**src/qrs_pkg.sv**
```systemverilog
// ----------------------------------------------------------------------------
// qrs_pkg
// shared widths, case codes and payload types of the quadratic root solver
// ----------------------------------------------------------------------------
package qrs_pkg;

   // coefficient format: signed, CW bits
   localparam int CW     = 16;
   localparam int MW     = CW + 1;          // coefficient magnitude
   localparam int DW     = 2 * CW + 3;      // discriminant magnitude
   localparam int SW     = (DW + 1) / 2;    // square root result
   localparam int NMW    = CW + 3;          // numerator magnitude
   localparam int NSW    = NMW + 1;         // signed numerator
   localparam int DVW    = CW + 2;          // divisor magnitude
   localparam int RFB    = 16;              // root fraction bits
   localparam int QW     = NMW + RFB;       // quotient
   localparam int TOLW   = 20;              // tolerance register
   localparam int CASEW  = 3;

   localparam logic [CASEW-1:0] CASE_NONE   = 3'd0;
   localparam logic [CASEW-1:0] CASE_LINEAR = 3'd1;
   localparam logic [CASEW-1:0] CASE_DOUBLE = 3'd2;
   localparam logic [CASEW-1:0] CASE_TWO    = 3'd3;
   localparam logic [CASEW-1:0] CASE_NEG    = 3'd4;

   typedef struct packed {
      logic signed [CW-1:0] coeff_square;
      logic signed [CW-1:0] coeff_linear;
      logic signed [CW-1:0] coeff_constant;
   } qrs_req_type;

   typedef struct packed {
      logic [CASEW-1:0]   root_case;
      logic signed [31:0] first_root;
      logic signed [31:0] second_root;
      logic               overflow;
   } qrs_rsp_type;

   // context carried alongside the square root
   typedef struct packed {
      logic [CASEW-1:0] rcase;
      logic             aneg;
      logic             bneg;
      logic             cneg;
      logic [MW-1:0]    amag;
      logic [MW-1:0]    bmag;
      logic [MW-1:0]    cmag;
   } qrs_ctx_type;

   // context carried alongside the divider
   typedef struct packed {
      logic [CASEW-1:0] rcase;
      logic             neg1;
      logic             neg2;
   } qrs_dtag_type;

   // pipeline control shared by the sub-pipelines
   typedef struct packed {
      logic advance;
      logic valid;
   } qrs_ctl_type;

endpackage

```
**src/qrs_sqrt_pipe.sv**
```systemverilog
// ----------------------------------------------------------------------------
// qrs_sqrt_pipe
// floor square root, one result bit per pipeline stage
// ----------------------------------------------------------------------------
module qrs_sqrt_pipe (
   input  logic                  clock,
   input  logic                  reset,
   input  qrs_pkg::qrs_ctl_type  in_ctl,
   input  logic [qrs_pkg::DW-1:0] in_rad,
   input  qrs_pkg::qrs_ctx_type  in_ctx,
   output logic                  out_valid,
   output logic [qrs_pkg::SW-1:0] out_root,
   output qrs_pkg::qrs_ctx_type  out_ctx
);
   import qrs_pkg::*;

   localparam int TW = 2 * SW;

   logic            valid_ff [SW];
   logic [TW-1:0]   rem_ff   [SW];
   logic [SW-1:0]   root_ff  [SW];
   qrs_ctx_type     ctx_ff   [SW];

   for (genvar i = 0; i < SW; i++) begin : g_stage
      localparam int K = SW - 1 - i;
      logic            valid_in;
      logic [TW-1:0]   rem_prev;
      logic [SW-1:0]   root_prev;
      qrs_ctx_type     ctx_in;
      logic [TW-1:0]   term;
      logic [TW-1:0]   rem_in;
      logic [SW-1:0]   root_in;

      if (i == 0) begin : g_first
         assign valid_in  = in_ctl.valid;
         assign rem_prev  = TW'(in_rad);
         assign root_prev = '0;
         assign ctx_in    = in_ctx;
      end else begin : g_next
         assign valid_in  = valid_ff[i-1];
         assign rem_prev  = rem_ff[i-1];
         assign root_prev = root_ff[i-1];
         assign ctx_in    = ctx_ff[i-1];
      end

      // (r + 2^k)^2 - r^2
      assign term = (TW'(root_prev) << (K + 1)) | (TW'(1) << (2 * K));

      always_comb begin
         if (rem_prev >= term) begin
            rem_in  = rem_prev - term;
            root_in = root_prev | (SW'(1) << K);
         end else begin
            rem_in  = rem_prev;
            root_in = root_prev;
         end
      end

      always_ff @(posedge clock) begin
         if (reset) begin
            valid_ff[i] <= 1'b0;
         end else if (in_ctl.advance) begin
            valid_ff[i] <= valid_in;
         end
      end

      always_ff @(posedge clock) begin
         if (in_ctl.advance) begin
            rem_ff[i]  <= rem_in;
            root_ff[i] <= root_in;
            ctx_ff[i]  <= ctx_in;
         end
      end
   end

   assign out_valid = valid_ff[SW-1];
   assign out_root  = root_ff[SW-1];
   assign out_ctx   = ctx_ff[SW-1];

endmodule

```
**config.mk**
```make
export PLATFORM = sky130hd
export DESIGN_NAME = qrs_sqrt_pipe
export DESIGN_NICKNAME = d
export VERILOG_FILES = /design/src/qrs_pkg.sv /design/src/qrs_sqrt_pipe.sv
export SDC_FILE = /design/constraint.sdc
export NUM_CORES = 2
export LEC_CHECK = 0
export BUFFER_PORTS_ARGS = -buffer_cell sky130_fd_sc_hd__buf_2
export CORE_UTILIZATION = 47
export CTS_CLUSTER_DIAMETER = 30
export CTS_CLUSTER_SIZE = 8
export DETAILED_ROUTE_END_ITERATION = 12
export PLACE_DENSITY = 0.67
export SLEW_MARGIN = 20
export SYNTH_ARGS = -nofsm -noshare
export SYNTH_HDL_FRONTEND = slang
export SYNTH_SLANG_ARGS = --single-unit
export TNS_END_PERCENT = 100
```
**constraint.sdc**
```tcl
create_clock -name clock -period 2.95 [get_ports clock]
set_input_delay 0.295 -clock clock [delete_from_list [all_inputs] [get_ports clock]]
set_output_delay 0.295 -clock clock [all_outputs]
set_load 0.05 [all_outputs]
```
* Word-level counts from Yosys, hierarchy flattened *
Memory sizes are Yosys's and may differ from the RTL's.
Index checks and enable logic that the tools add are counted.

storage, ports and cells
  bits of input ports = 96
  output and inout bits = 76
  register bits after elaboration = 0
  RAM bits = 2,016
  memories = 4

operators by class
  mux-type cells = 60
  bitwise gates (word level) = 18
  $add $sub $neg = 18
  order comparisons = 18

memories
  name      words  width  read ports  clocked after memory_dff  write ports  RTL line             RTL
  ctx_ff    18     57     18          0                         18           qrs_sqrt_pipe.sv:22  qrs_ctx_type ctx_ff [SW];
  rem_ff    18     36     17          0                         18           qrs_sqrt_pipe.sv:20  logic [TW-1:0] rem_ff [SW];
  root_ff   18     18     18          0                         18           qrs_sqrt_pipe.sv:21  logic [SW-1:0] root_ff [SW];
  valid_ff  18     1      18          0                         18           qrs_sqrt_pipe.sv:19  logic valid_ff [SW];

operator list
  kind                    count
  $mux 36                 18
  $ge 36x19->1            1
  $ge 36x20->1            1
  $ge 36x21->1            1
  $ge 36x22->1            1
  $ge 36x23->1            1
  $ge 36x24->1            1
  $ge 36x25->1            1
  $ge 36x26->1            1
  $ge 36x27->1            1
  $ge 36x28->1            1
  $ge 36x29->1            1
  $ge 36x30->1            1
  $ge 36x31->1            1
  $ge 36x32->1            1
  $ge 36x33->1            1
  $ge 36x34->1            1
  $ge 36x35->1            1
  $sub 35x35->36 const B  1
  $sub 36x19->36          1
  $sub 36x20->36          1
  $sub 36x21->36          1
  $sub 36x22->36          1
  $sub 36x23->36          1
  other kinds (32)        73

* Logic depth before layout (Yosys ltp) *
  depth after elaboration = 4
  mapped depth = 12
  mapped depth without buffers = 10

* Worst setup path before layout *
OpenSTA, ideal clock, no wires.

  kind = reg-to-reg
  from = memory rem_ff[8][30] in the netlist's numbering
  to = memory rem_ff[9][24] in the netlist's numbering, data pin
  buffers on the path = 1
  period minus slack after synthesis = 2.830 ns
  setup time = 0.260 ns
  data arrival time = 2.571 ns
  path slack = 0.120 ns
  stages on the path, launching flop included = 8
  path through = edfxtp_1 > or4_1 > or4_1 > a211oi_1 > inv_1 > nor4_1 > buf_2 > mux2_2

RTL lines
  what         RTL line
  from (decl)  qrs_sqrt_pipe.sv:20

==> flow_summary.toml <==
[placed_design]
hpwl_mm = 67.7
io_buffers = 171
gp_congestion = 0.890
placed_area_um2 = 73600

[timing]
period_share_pct = 98.7
slew_headroom_pct = 41.6
tightest_slew_ps = 868
fmax_mhz = 343
fin_crit_ps = 2910
finalClockSkew_ps = 83.4
hold_viol_final = 0
setup_viol = 0
rsz0062_at_grt = "yes"
final_max_slew_viol_count = 0
holdWs_ps = 89.5

[logic_synthesis]
synth_top_family_by_area = "simple AND/OR/NAND/NOR gates"
synth_area_um2 = 68600
yosysMostFrequentCell = "edfxtp_1"
synth-seq-area-share_pct = 80.0
ys_warn_count = 0
ys_top_cells_by_count = "1827 x edfxtp_1, 233 x inv_1, 185 x ha_1, 155 x nor2_1"
yosys.area_share.simple_pct = 6.36
synth_top_cell_by_area = "edfxtp_1"
ys_types = 76
ys_ff_latch = 1827
synth_mux_area_share_pct = 0.575
postSynthCellCount = 3919
avgSynthCellArea_um2 = 17.5
ys_top_cells_by_area = "edfxtp_1 80%, ha_1 3.4%, xnor2_1 1.9%"
synthArstFlopShare_pct = 0
synth-main-ff-cell = "edfxtp_1"
synth_xor_area_share_pct = 3.09
yosys.area_share.adder_pct = 3.38
synth_top_area_share_pct = 80.0
synth-compound-area-share_pct = 5.00
synth-edff-count = 1827

[layout]
final_layout_size_suffix_gt1_share_pct = 20.3
area_delta_synth_final_pct = 26.0
final_area_um2 = 86400
post-route-util_pct = 59.9
layout.nets = 5016

[critical_path]
r2r_setup_slack_ps = 40
end_kind = "flop"
critPathKind = "flop to flop"
cp.required_ps = 3510
cp.arrival_ps = 3470
cp-startpoint = "rem_ff[15][10]$_DFFE_PP_"
start_kind = "flop"
r2r-start = "rem_ff[15][10]$_DFFE_PP_"
crit_fanout = 11

[floorplan]
dieArea_um2 = 147000
coreArea_um2 = 144000
die_x_um = 384
initial_core_util_pct = 47.6
io_pins = 172
rows = 139
die_y_um = 384

[power_and_ir_drop]
p_total_mw = 76.1
powerDensity_nw_per_um2 = 881
ir_drop_v = 0.000828
p_leak_nw = 32.0

[global_route]
grt.total_usage_pct = 14.7
grt_max_degree = 145
grt-ovfl-total = 0
first_global_vias = 35544
grt_pass1_wl_mm = 174
antenna_found_initial = 0

[hold_path]
hold_start = "in_rad[30]"
hold_path_class = "input port to flop"

[detailed_routing]
drc = 0
vias_per_cell = 4.99
drt_pass1_iterations = 5
postRouteAntennaNets = 0
wirelength_mm = 109
vias = 34350
drt_iter0_markers = 1456
routedWlPerCell_um = 15.8

[clocking]
insertion_delay_ps = 890
cts-buffers-inserted = 369
htree_levels = 5
cts_sinks = 1827
clk_pin_slew_ps = 50
cts_tree = "done"
clock_path_buffers = 4
clockRootBuffer = "clkbuf_16"

[job]
cap_violations = 0

[run_status]
status = "finished, final reports clean"
==> power breakdown <==
part           switching [mW]  internal [mW]  total [mW]
logic                    3.43           2.66        6.09
registers                1.06           31.3        32.4
clock network            12.0           25.6        37.6
total                    16.5           59.6        76.1
==> sequential cells by signal (all words and copies together) (netlist names) <==
name	count
ctx_ff	1026
rem_ff	612
root_ff	171
valid_ff	18
==> kinds of logic after synthesis <==
group,count (synthesis)
AND/OR/NAND/NOR,808
multiplexers,36
adder cells (fa/ha/maj),185
buffers and inverters,283
other,1
AO/OA/AOI/OAI,537
XOR/XNOR,242
flip-flops,1827
==> repair_timing <==
action	CTS	global route
endpoints found under the setup margin	24	122
hold buffers	96	0
gates resized for setup	13	50
endpoints found under the hold margin	139	0
cloned	0	1
setup buffers	0	8
pin swaps	0	15
==> cells in the final DEF (no fill, tap or decap), types with 44 or more instances in the layout <==
cell type	n
buf_4	195
nor4_1	86
nor3_1	67
clkinv_1	61
o21ai_0	120
nor2_1	153
edfxtp_1	1827
nand2_1	153
inv_1	233
clkinv_2	53
xnor2_1	146
clkbuf_1	47
ha_1	183
a21oi_1	153
clkbuf_16	373
xor2_1	96
buf_2	171
a21o_1	44
dlygate4sd3_1	96
nand4_1	46
==> through the flow <==
step | setup TNS, ps | instances | setup slack, ps
2_1_floorplan | 0 | 3920 | 120
3_3_place_gp | -591 | 6162 | -127
3_5_place_dp | -944 | 6162 | -160
4_1_cts | -7.58 | 6876 | -7.58
5_1_grt | -569 | 6885 | -83.3
6_report | 0 | 6886 | 37.4
==> metal layers <==
metal	wire length (um)	vias up	global-route usage [%]
li1	-	16884	-
met1	43200	16371	16.3
met2	56300	730	26.0
met3	4310	365	3.40
met4	5150	0	8.43
met5	0	-	0
==> worst max-delay path, stage by stage, from the launching register on <==
cell      delay [ps]
edfxtp_1         400
ha_1             340
a21o_1           220
a221o_1          390
a31oi_1          220
a21oi_1          150
nor2_2           240
inv_1            280
mux2_2           340
==> worst paths after layout <==
check,depth (start not counted),end
setup / recovery,8,rem_ff[16][14]$_DFFE_PP_
hold / removal,2,rem_ff[0][30]$_DFFE_PP_
setup reg to reg,8,rem_ff[16][14]$_DFFE_PP_
hold reg to reg,0,ctx_ff[16][8]$_DFFE_PP_
==> layout make-up <==
cell class                      instances  area, um2
Fill cell                           10489      57800
Sequential cell                      1827      54900
Multi-Input combinational cell       1810      12900
Clock buffer                          420       9510
Timing Repair Buffer                  494       3890
Tap cell                             1903       2380
Clock inverter                        198       1950
Inverter                              233        875
Antenna cell                            1       2.50
Note: power is estimated with default switching activity, not from simulation.
